[src/hdl/image_difference_bounding_box_core_macros.svh]
// assertion helpers for the frame difference bounding box core
`ifndef IMAGE_DIFFERENCE_BOUNDING_BOX_CORE_MACROS_SVH
`define IMAGE_DIFFERENCE_BOUNDING_BOX_CORE_MACROS_SVH

// same-cycle implication, clocked on clk, off during reset
`define IDBB_ASSERT_IMPL(label, ante, cons, msg) \
  label: assert property (@(posedge clk) disable iff (rst) (ante) |-> (cons)) \
    else $error(msg);

// next-cycle implication, clocked on clk, off during reset
`define IDBB_ASSERT_NEXT(label, ante, cons, msg) \
  label: assert property (@(posedge clk) disable iff (rst) (ante) |=> (cons)) \
    else $error(msg);

`endif

[src/hdl/idbb_pkg.sv]
`default_nettype none

package idbb_pkg;

  localparam int MAX_DIM = 4096;
  localparam int COORD_W = $clog2(MAX_DIM);
  localparam int DIM_W   = COORD_W + 1;
  localparam int CFG_W   = 13;
  localparam int PIXEL_W = 24;
  localparam int ADDR_W  = 3;
  localparam int DATA_W  = 32;

  localparam logic [CFG_W-1:0] RESET_WIDTH  = CFG_W'(640);
  localparam logic [CFG_W-1:0] RESET_HEIGHT = CFG_W'(480);

  typedef enum logic [0:0] {
    REG_WIDTH  = 1'b0,
    REG_HEIGHT = 1'b1
  } reg_addr_t;

  typedef struct packed {
    logic [DIM_W-1:0] w;
    logic [DIM_W-1:0] h;
  } dims_t;

  typedef struct packed {
    logic               identical;
    logic [COORD_W-1:0] rect_x;
    logic [COORD_W-1:0] rect_y;
    logic [DIM_W-1:0]   rect_w;
    logic [DIM_W-1:0]   rect_h;
  } result_t;

  // zero acts as one, anything above the limit is clamped
  function automatic logic [DIM_W-1:0] eff_dim(input logic [CFG_W-1:0] v);
    logic [DIM_W-1:0] r;
    if (v == '0) begin
      r = DIM_W'(1);
    end else if (32'(v) > MAX_DIM) begin
      r = DIM_W'(MAX_DIM);
    end else begin
      r = DIM_W'(v);
    end
    return r;
  endfunction

endpackage

`default_nettype wire

[src/hdl/idbb_tracker.sv]
`default_nettype none

module idbb_tracker (
  input  wire logic                        clk,
  input  wire logic                        rst,
  input  wire logic                        step,
  input  wire logic [idbb_pkg::PIXEL_W-1:0] ref_pixel,
  input  wire logic [idbb_pkg::PIXEL_W-1:0] cmp_pixel,
  input  wire logic                        last,
  input  wire idbb_pkg::dims_t             dims,
  input  wire logic                        restart,
  input  wire idbb_pkg::dims_t             restart_dims,
  output idbb_pkg::result_t                result
);
  import idbb_pkg::*;

  logic [DIM_W-1:0]   box_min_col, box_min_col_next;
  logic [DIM_W-1:0]   box_min_row, box_min_row_next;
  logic [COORD_W-1:0] box_max_col, box_max_col_next;
  logic [COORD_W-1:0] box_max_row, box_max_row_next;
  logic               box_seen, box_seen_next;
  logic [COORD_W-1:0] col_count, col_count_next;
  logic [COORD_W-1:0] row_count, row_count_next;

  logic               diff;
  logic [DIM_W-1:0]   x_ext, y_ext;
  logic [DIM_W-1:0]   x_inc, y_inc;
  logic [DIM_W-1:0]   x0, y0, x1, y1;
  logic [DIM_W-1:0]   max_col_inc, max_row_inc;

  assign diff  = (ref_pixel != cmp_pixel);
  assign x_ext = DIM_W'(col_count);
  assign y_ext = DIM_W'(row_count);
  assign x_inc = x_ext + DIM_W'(1);
  assign y_inc = y_ext + DIM_W'(1);

  // box including the current pair
  always_comb begin
    box_min_col_next = box_min_col;
    box_min_row_next = box_min_row;
    box_max_col_next = box_max_col;
    box_max_row_next = box_max_row;
    box_seen_next    = box_seen | diff;
    if (diff && !box_seen) begin
      box_min_col_next = x_ext;
      box_min_row_next = y_ext;
      box_max_col_next = col_count;
      box_max_row_next = row_count;
    end else if (diff) begin
      if (x_ext < box_min_col) box_min_col_next = x_ext;
      if (y_ext < box_min_row) box_min_row_next = y_ext;
      if (col_count > box_max_col) box_max_col_next = col_count;
      if (row_count > box_max_row) box_max_row_next = row_count;
    end
  end

  // raster position of the following pair
  always_comb begin
    col_count_next = x_inc[COORD_W-1:0];
    row_count_next = row_count;
    if (x_inc >= dims.w) begin
      col_count_next = '0;
      row_count_next = (y_inc >= dims.h) ? '0 : y_inc[COORD_W-1:0];
    end
  end

  // grow by one pixel per side, clamped to the image
  assign max_col_inc = DIM_W'(box_max_col_next) + DIM_W'(1);
  assign max_row_inc = DIM_W'(box_max_row_next) + DIM_W'(1);

  always_comb begin
    x0 = (box_min_col_next != '0) ? box_min_col_next - DIM_W'(1) : box_min_col_next;
    y0 = (box_min_row_next != '0) ? box_min_row_next - DIM_W'(1) : box_min_row_next;
    x1 = (max_col_inc < dims.w) ? max_col_inc : DIM_W'(box_max_col_next);
    y1 = (max_row_inc < dims.h) ? max_row_inc : DIM_W'(box_max_row_next);
    result = '0;
    if (!box_seen_next) begin
      result.identical = 1'b1;
    end else begin
      result.rect_x = x0[COORD_W-1:0];
      result.rect_y = y0[COORD_W-1:0];
      result.rect_w = x1 - x0 + DIM_W'(1);
      result.rect_h = y1 - y0 + DIM_W'(1);
    end
  end

  always_ff @(posedge clk) begin
    if (rst) begin
      box_min_col <= eff_dim(RESET_WIDTH);
      box_min_row <= eff_dim(RESET_HEIGHT);
      box_max_col <= '0;
      box_max_row <= '0;
      box_seen    <= 1'b0;
      col_count   <= '0;
      row_count   <= '0;
    end else if (restart || (step && last)) begin
      box_min_col <= restart ? restart_dims.w : dims.w;
      box_min_row <= restart ? restart_dims.h : dims.h;
      box_max_col <= '0;
      box_max_row <= '0;
      box_seen    <= 1'b0;
      col_count   <= '0;
      row_count   <= '0;
    end else if (step) begin
      box_min_col <= box_min_col_next;
      box_min_row <= box_min_row_next;
      box_max_col <= box_max_col_next;
      box_max_row <= box_max_row_next;
      box_seen    <= box_seen_next;
      col_count   <= col_count_next;
      row_count   <= row_count_next;
    end
  end

endmodule

`default_nettype wire

[src/hdl/image_difference_bounding_box_core.sv]
// channel | direction | handshake                 | payload
// pixel   | in        | in_valid / in_stall       | ref_pixel, cmp_pixel, end_of_set
// result  | out       | out_valid / out_stall     | identical, rect_x, rect_y, rect_w, rect_h
// config  | in        | apb psel/penable/pwrite   | paddr, pwdata, prdata, pready
//
// one pixel pair per clock while in_stall is low; the box update and the result run in a single pass
// from the input ports into the box registers and the result register
// a result appears in the cycle after its end_of_set transaction
// in_stall is high only while a result waits and out_stall holds it
// rst is synchronous: width 640, height 480, box and raster position cleared
// a register write also clears the box and restarts at column 0, row 0
`default_nettype none
`include "image_difference_bounding_box_core_macros.svh"

module image_difference_bounding_box_core (
  input  wire logic                          clk,
  input  wire logic                          rst,
  input  wire logic                          psel,
  input  wire logic                          penable,
  input  wire logic                          pwrite,
  input  wire logic [idbb_pkg::ADDR_W-1:0]  paddr,
  input  wire logic [idbb_pkg::DATA_W-1:0]  pwdata,
  output logic      [idbb_pkg::DATA_W-1:0]  prdata,
  output logic                              pready,
  input  wire logic                          in_valid,
  output logic                              in_stall,
  input  wire logic [idbb_pkg::PIXEL_W-1:0] ref_pixel,
  input  wire logic [idbb_pkg::PIXEL_W-1:0] cmp_pixel,
  input  wire logic                          end_of_set,
  output logic                              out_valid,
  input  wire logic                          out_stall,
  output logic                              identical,
  output logic      [idbb_pkg::COORD_W-1:0] rect_x,
  output logic      [idbb_pkg::COORD_W-1:0] rect_y,
  output logic      [idbb_pkg::DIM_W-1:0]   rect_w,
  output logic      [idbb_pkg::DIM_W-1:0]   rect_h
);
  import idbb_pkg::*;

  logic [CFG_W-1:0] image_width, image_width_next;
  logic [CFG_W-1:0] image_height, image_height_next;
  reg_addr_t        reg_sel;
  logic             cfg_write;
  dims_t            dims;
  dims_t            restart_dims;
  logic             in_accept;
  result_t          result;
  result_t          out_result;

  assign pready    = 1'b1;
  assign reg_sel   = reg_addr_t'(paddr[2]);
  assign cfg_write = psel && penable && pwrite;

  always_comb begin
    image_width_next  = image_width;
    image_height_next = image_height;
    if (cfg_write) begin
      case (reg_sel)
        REG_WIDTH:  image_width_next  = pwdata[CFG_W-1:0];
        REG_HEIGHT: image_height_next = pwdata[CFG_W-1:0];
        default: ;
      endcase
    end
  end

  always_comb begin
    case (reg_sel)
      REG_WIDTH:  prdata = DATA_W'(image_width);
      REG_HEIGHT: prdata = DATA_W'(image_height);
      default:    prdata = '0;
    endcase
  end

  always_ff @(posedge clk) begin
    if (rst) begin
      image_width  <= RESET_WIDTH;
      image_height <= RESET_HEIGHT;
    end else begin
      image_width  <= image_width_next;
      image_height <= image_height_next;
    end
  end

  assign dims.w         = eff_dim(image_width);
  assign dims.h         = eff_dim(image_height);
  assign restart_dims.w = eff_dim(image_width_next);
  assign restart_dims.h = eff_dim(image_height_next);

  assign in_stall  = out_valid && out_stall;
  assign in_accept = in_valid && !in_stall;

  idbb_tracker u_tracker (
    .clk          (clk),
    .rst          (rst),
    .step         (in_accept),
    .ref_pixel    (ref_pixel),
    .cmp_pixel    (cmp_pixel),
    .last         (end_of_set),
    .dims         (dims),
    .restart      (cfg_write),
    .restart_dims (restart_dims),
    .result       (result)
  );

  // result register
  always_ff @(posedge clk) begin
    if (rst) begin
      out_valid <= 1'b0;
    end else if (in_accept && end_of_set) begin
      out_valid <= 1'b1;
    end else if (!out_stall) begin
      out_valid <= 1'b0;
    end
  end

  always_ff @(posedge clk) begin
    if (in_accept && end_of_set) begin
      out_result <= result;
    end
  end

  assign identical = out_result.identical;
  assign rect_x    = out_result.rect_x;
  assign rect_y    = out_result.rect_y;
  assign rect_w    = out_result.rect_w;
  assign rect_h    = out_result.rect_h;

  `IDBB_ASSERT_NEXT(a_last_gives_result, in_valid && !in_stall && end_of_set, out_valid, "end of set transaction did not produce a result")
  `IDBB_ASSERT_IMPL(a_identical_zero_rect, out_valid && identical, rect_x == '0 && rect_y == '0 && rect_w == '0 && rect_h == '0, "identical result carries a nonzero rectangle")
  `IDBB_ASSERT_IMPL(a_rect_nonempty, out_valid && !identical, rect_w != '0 && rect_h != '0, "difference result has an empty rectangle")

endmodule

`default_nettype wire
[config.mk]
export PLATFORM = sky130hd
export DESIGN_NAME = image_difference_bounding_box_core
export DESIGN_NICKNAME = d
export VERILOG_FILES = /design/src/hdl/idbb_pkg.sv /design/src/hdl/idbb_tracker.sv /design/src/hdl/image_difference_bounding_box_core.sv
export VERILOG_INCLUDE_DIRS = /design/src /design/src/hdl
export SDC_FILE = /design/constraint.sdc
export NUM_CORES = 1
export LEC_CHECK = 0
export BUFFER_PORTS_ARGS = -buffer_cell sky130_fd_sc_hd__buf_2
export CAP_MARGIN = 20
export CORE_MARGIN = 2
export CORE_UTILIZATION = 55
export CTS_BUF_LIST = sky130_fd_sc_hd__clkbuf_4
export DETAILED_ROUTE_END_ITERATION = 10
export GPL_ROUTABILITY_DRIVEN = 0
export PLACE_DENSITY_LB_ADDON = 0.2
export SYNTH_ARGS = -nofsm -noshare
export SYNTH_HDL_FRONTEND = slang
export SYNTH_SLANG_ARGS = --single-unit
[constraint.sdc]
create_clock -name clk -period 17 [get_ports clk]
set_clock_uncertainty 0.1 [all_clocks]
set_input_delay 0.85 -clock clk [delete_from_list [all_inputs] [get_ports clk]]
set_output_delay 0.85 -clock clk [all_outputs]
set_load 0.005 [all_outputs]
# [Word level (Yosys, flattened, before mapping)]
# Index checks and enable logic that the tools add are counted.
[totals] register_bits=153 in_bits=91 output_inout_bits=86 wordCells=99
[classes] addsub=10 n_lt_le_gt_ge=12 n_eq_ne=2 mux=40 bitwise_logic=2 reduce_logical=18
[ops] cell="13-bit 2-to-1 mux" count=28
[ops] cell="12-bit 2-to-1 mux" count=8
[ops] cell="32-bit case mux with 2 select lines" count=1
[ops] cell="12-bit by 1-bit adder with 13-bit output, second input constant" count=4
[ops] cell="13-bit > comparator, second input constant" count=4
[ops] cell="13-bit zero test" count=4
[ops] cell="13-bit by 1-bit adder with 13-bit output, second input constant" count=2
[ops] cell="13-bit >= comparator" count=2
[ops] cell="12-bit by 13-bit less-than comparator with 1-bit output" count=2
[ops] cell="13-bit less-than comparator" count=2
[ops] cell="13-bit nonzero test" count=2
[ops] cell="13-bit by 1-bit subtractor with 13-bit output, second input constant" count=2
[ops] cell="13-bit subtractor" count=2
[ops] cell="12-bit > comparator" count=2
[ops] cell="24-bit != test" count=1
[ops] cell="1-bit logical AND" count=6
[ops] cell="1-bit 2-to-1 mux" count=3
[ops] cell="1-bit zero test" count=2
[ops] cell="2-bit by 1-bit != test with 1-bit output, second input constant" count=1
[ops] cell="2-bit AND reduction" count=1
[ops] cell="2-bit nonzero test" count=1
[ops] cell="2-bit OR reduction" count=1
[ops] cell="1-bit logical OR" count=1
[ops] cell="1-bit NOT" count=1
[ops] cell="1-bit OR" count=1

# [Longest topological paths before layout]
[depth] depth_word=9 ltp_mapped=42 ltp_nobuf=38

# [Modules after synthesis]
# From an unflattened synthesis, not the netlist that was laid out.
[hier_totals] hier_cells=1701 hier_area_um2=13824.5
[by_module_without_submodules] mod="idbb_tracker" n_inst=1 cells_per_inst=1431 area_each_um2=10521.3 seq_area_each_um2=1501.4
[by_module_without_submodules] mod="image_difference_bounding_box_core" n_inst=1 cells_per_inst=270 area_each_um2=3303.2 seq_area_each_um2=2072.0

# [Worst setup path after synthesis]
# Ideal clock, no wire load.
[synth_timing] path_type="input-to-reg" from="input port cmp_pixel[22] (netlist name)" to="register out_result (netlist bit rect_w[12]) (data pin)" setup_time_ns=0.148 arrival_time_ns=7.780 required_ns=16.752 setup_slack_ns=8.971 stages=37 n_path_buf=5 path_cell_list="xor2_1 nor4_1 nand4_1 o22ai_1 or2_2 clkbuf_1 buf_2 mux2_2 ha_1 inv_1 or3_1 clkbuf_1 nor3_1 a21oi_1 nand2b_1 xor2_1 ha_1 nand4_1 nor4_1 nand2_1 o21ai_0 clkbuf_1 clkbuf_1 nor2_1 xnor2_1 ha_1 ha_1 a21o_1 a21o_1 a21o_1 a21o_1 a21oi_1 o21ai_0 o21a_1 o21a_1 or3_1 mux2i_1"
[synth_via] elab_chain_len=8 word_cells_on_any_way=15 classes_between="4 x add/sub; 1 x order compare; 1 x eq/ne; 6 x mux; 1 x bitwise; 2 x reduce/logical"
[synth_lines] item="from (decl)" line_no="image_difference_bounding_box_core.sv:28" rtl="input wire logic [idbb_pkg::PIXEL_W-1:0] cmp_pixel,"
[synth_lines] item="24-bit != test *" line_no="idbb_tracker.sv:31" rtl="assign diff = (ref_pixel != cmp_pixel);"
[synth_lines] item="12-bit 2-to-1 mux / 1-bit logical AND (equally long branches)" line_no="idbb_tracker.sv:49, idbb_tracker.sv:44"
[synth_lines] item="12-bit 2-to-1 mux *" line_no="idbb_tracker.sv:44" rtl="if (diff && !box_seen) begin"
[synth_lines] item="net u_tracker.box_max_col_next[1]" line_no="idbb_tracker.sv:19" rtl="logic [COORD_W-1:0] box_max_col, box_max_col_next;"
[synth_lines] item="12-bit by 1-bit adder with 13-bit output" line_no="idbb_tracker.sv:68" rtl="assign max_col_inc = DIM_W'(box_max_col_next) + DIM_W'(1);"
[synth_lines] item="13-bit less-than comparator" line_no="idbb_tracker.sv:74" rtl="x1 = (max_col_inc < dims.w) ? max_col_inc : DIM_W'(box_max_col_next);"
[synth_lines] item="13-bit 2-to-1 mux *" line_no="idbb_tracker.sv:74"
[synth_lines] item="13-bit subtractor *" line_no="idbb_tracker.sv:82" rtl="result.rect_w = x1 - x0 + DIM_W'(1);"
[synth_lines] item="13-bit by 1-bit adder with 13-bit output *" line_no="idbb_tracker.sv:82"
[synth_lines] item="to (signal assigned)" line_no="image_difference_bounding_box_core.sv:118" rtl="out_result <= result;"
[synth_lines] item="to (decl)" line_no="image_difference_bounding_box_core.sv:48" rtl="result_t out_result;"
# Mark *: on every way through the listed nets, which the timed path passes. The rest lies on a longest branch.
# A chain may end at the register's enable or synchronous reset.

# [Worst setup path in the final report]
[layout_timing] from="register u_tracker.col_count[10]" to="register out_result (netlist bit rect_w[11]) (data pin)"
[layout_via] elab_chain_len=9 word_cells_on_any_way=16 classes_between="4 x add/sub; 3 x order compare; 8 x mux; 1 x reduce/logical"
[layout_lines] item="from (decl)" line_no="idbb_tracker.sv:22" rtl="logic [COORD_W-1:0] col_count, col_count_next;"
[layout_lines] item="from (signal assigned)" line_no="idbb_tracker.sv:110" rtl="col_count <= col_count_next;"
[layout_lines] item="12-bit > comparator *" line_no="idbb_tracker.sv:52" rtl="if (col_count > box_max_col) box_max_col_next = col_count;"
[layout_lines] item="12-bit 2-to-1 mux *" line_no="idbb_tracker.sv:52"
[layout_lines] item="12-bit 2-to-1 mux *" line_no="idbb_tracker.sv:49" rtl="end else if (diff) begin"
[layout_lines] item="12-bit 2-to-1 mux *" line_no="idbb_tracker.sv:44"
[layout_lines] item="net u_tracker.box_max_col_next[1]" line_no="idbb_tracker.sv:19"
[layout_lines] item="12-bit by 1-bit adder with 13-bit output" line_no="idbb_tracker.sv:68"
[layout_lines] item="13-bit less-than comparator" line_no="idbb_tracker.sv:74"
[layout_lines] item="13-bit 2-to-1 mux *" line_no="idbb_tracker.sv:74"
[layout_lines] item="13-bit subtractor *" line_no="idbb_tracker.sv:82"
[layout_lines] item="13-bit by 1-bit adder with 13-bit output *" line_no="idbb_tracker.sv:82"
# Marked as above.

==> results.toml <==
[yosys]
yosysUniqueCellTypes = 68
synth_warnings = 0
synth-seq-cells = 153
synth_ff_type = "dfxtp_1"
netlist_instances = 1601
synth_most_common_cell = "nor2_1"
synth_area_leaders = "dfxtp_1 16%, ha_1 14%, edfxtp_1 12%, mux2i_1 5.2%, a21oi_1 4.8%"
yosys-top-cells-count = "165 x nor2_1, 148 x ha_1, 147 x nand2_1"
syn_area_per_cell_um2 = 8.16
synth_top_area_share_pct = 15.6
synth_enable_flop_cells = 51
synth_top_cell_by_area = "dfxtp_1"
synth-async-reset-ratio_pct = 0
seq_area_frac_synth_pct = 27.4
netlist_area_mm2 = 0.0131

[cts]
clk_latency_ns = 0.60
clkSinkCount = 153
htreeDepth = 4
ctsHoldBuffers = 0
ctsResizeCount = 0
cts_max_path_buffers = 2
cts.clk_slew.worst_paths_ns = 0.14
post_cts_buffers = 0
cts_buffers = 17
cts_tree = "yes"
root_buffer = "clkbuf_4"

[timing]
hold_violations = 0
fin_tns_setup_ns = 0
maxSlewViolCount = 0
holdWs_ns = 0.384
setup_violations = 0
rsz0062_at_grt = "no"
tightest_slew_ns = 1.02
fmax_mhz = 113
min_period_ns = 8.85
finalCritPeriodShare_pct = 52.1
worst_slew_margin_rel_pct = 32.3

[die]
num_io_pins = 177
core-area_mm2 = 0.0234
rows = 56
dieHeight_um = 158
start_util_pct = 55.8
die_x_um = 158
dieArea_mm2 = 0.0250

[power]
p_int_mw = 0.577
combPwrFrac_pct = 23.2
leakage_nw = 6.33
switching_share_pct = 32.1
power.share.sequential_pct = 48.6
p_per_area_mw_per_mm2 = 59.9
p_clk_share_pct = 28.2
peakVddDrop_mv = 0.0348
p_switching_mw = 0.273

[place]
dpl.hpwl_um = 28900
dpl_cell_area_mm2 = 0.0139
dp.cells = 1991
portBuffers = 135

[routing]
totalWireLength_um = 37900
initialDrtViolationCount = 999
dr.pass1.iters = 6
drc_errors = 0
drtAntennaViolNets = 0
num_vias = 12200
wl_per_cell_um = 18.7
vias_per_cell = 6.03

[hold_path]
hp-class = "reg -> reg"
hold_depth = 2

[critical_path]
critPathMaxFanout = 32
cpMaxStageDelayCell = "or2_2"
cp.depth = 35
path_buf_inv = 2
r2r_cells = 35
cp.required_ns = 17.25
critical_path.most_common_cell = "ha_1"
slowest_delay_ns = 0.63
path_class = "reg -> reg"
endpoint_kind = "flip-flop"
startpoint_type = "flip-flop"
critPathTopFamily = "compound AO/OA/AOI/OAI gates"
arrival_ns = 9.10

[global_routing]
grt_pass1_vias = 10900
antenna_found_initial = 1
overflow = 0
grt_first_pass_wirelength_um = 58200
grt_max_degree = 55
grt_usage_pct = 29.9

[final_layout]
fin_area_mm2 = 0.0142
drive_gt1_share_pct = 13.3
areaGrowthSynthToFinish_pct = 8.56
finalNonFillerCells = 2024
fin_nets = 1932

[flow_run]
max_cap_violations = 0

[outcome]
status = "complete, no violations"
==> final timing paths <==
| check | from | to | slack, ns |
|---|---|---|---|
| worst max-delay path | u_tracker.col_count[10] | rect_w[11] | 8.15 |
| worst min-delay path | u_tracker.box_max_row[10] | u_tracker.box_max_row[10] | 0.38 |
| worst max register to register | u_tracker.col_count[10] | rect_w[11] | 8.15 |
| worst min register to register | u_tracker.box_max_row[10] | u_tracker.box_max_row[10] | 0.38 |
==> placed cells by master, fill, tap and decap left out, types with 35 or more instances in the layout <==
cell type    n
nor2_1     165
ha_1       148
nand2_1    147
buf_2      135
a21oi_1    126
dfxtp_1    102
inv_1       81
xnor2_1     70
mux2i_1     68
o21ai_0     60
xor2_1      59
edfxtp_1    51
nand3_1     45
nor3_1      35
==> per-stage QoR <==
step,setup slack [ns],util [%],total power [mW]
final,8.15,60.6,0.850
after global routing,7.65,60.6,0.891
after CTS,8.22,60.6,0.852
after detailed placement,7.84,59.4,0.615
after global placement,8.00,59.4,0.610
after floorplan,8.97,-,0.558
==> layer usage <==
metal | global-route usage (%) | wire length [um]
met5 | 0 | 0
met4 | 8.15 | 717
met1 | 43.4 | 17000
met2 | 46.0 | 16200
met3 | 4.85 | 3860
==> cell type report <==
cell class / count / area [um2]
clock buffer: 21 / 158
antenna: 1 / 2.50
tap: 319 / 399
inverter: 83 / 312
fill: 2158 / 9220
clock inverter: 11 / 124
sequential: 153 / 3570
multi-input combinational: 1278 / 8770
timing repair buffer: 158 / 848
==> cell families after synthesis <==
group / synth area share (%)
AOI/OAI and AO/OA: 16.4
xor gates and xnor gates: 8.65
adders and majority gates: 14.5
buffers and inverters: 6.10
DFF: 27.4
muxes: 6.85
other: 0.0575
and+or+nand+nor: 20.2
==> tightest hold or removal path: stages (launching register included) <==
cell	delay, ns
dfxtp_1	0.35
nand2_1	0.05
a21oi_1	0.05
==> sequential cells by signal (all words and copies together), names as in the netlist, 13 cells and up <==
signal                 count
image_height              13
rect_w                    13
image_width               13
u_tracker.box_min_col     13
rect_h                    13
u_tracker.box_min_row     13
==> power groups by stage <==
stage,registers [mW],clock network [mW],logic [mW]
after floorplan,0.418,0,0.140
after global placement,0.420,0,0.190
after detailed placement,0.421,0,0.195
after CTS,0.412,0.243,0.196
after global routing,0.414,0.257,0.220
final,0.413,0.240,0.197
Power figures use the tool's default switching activity.
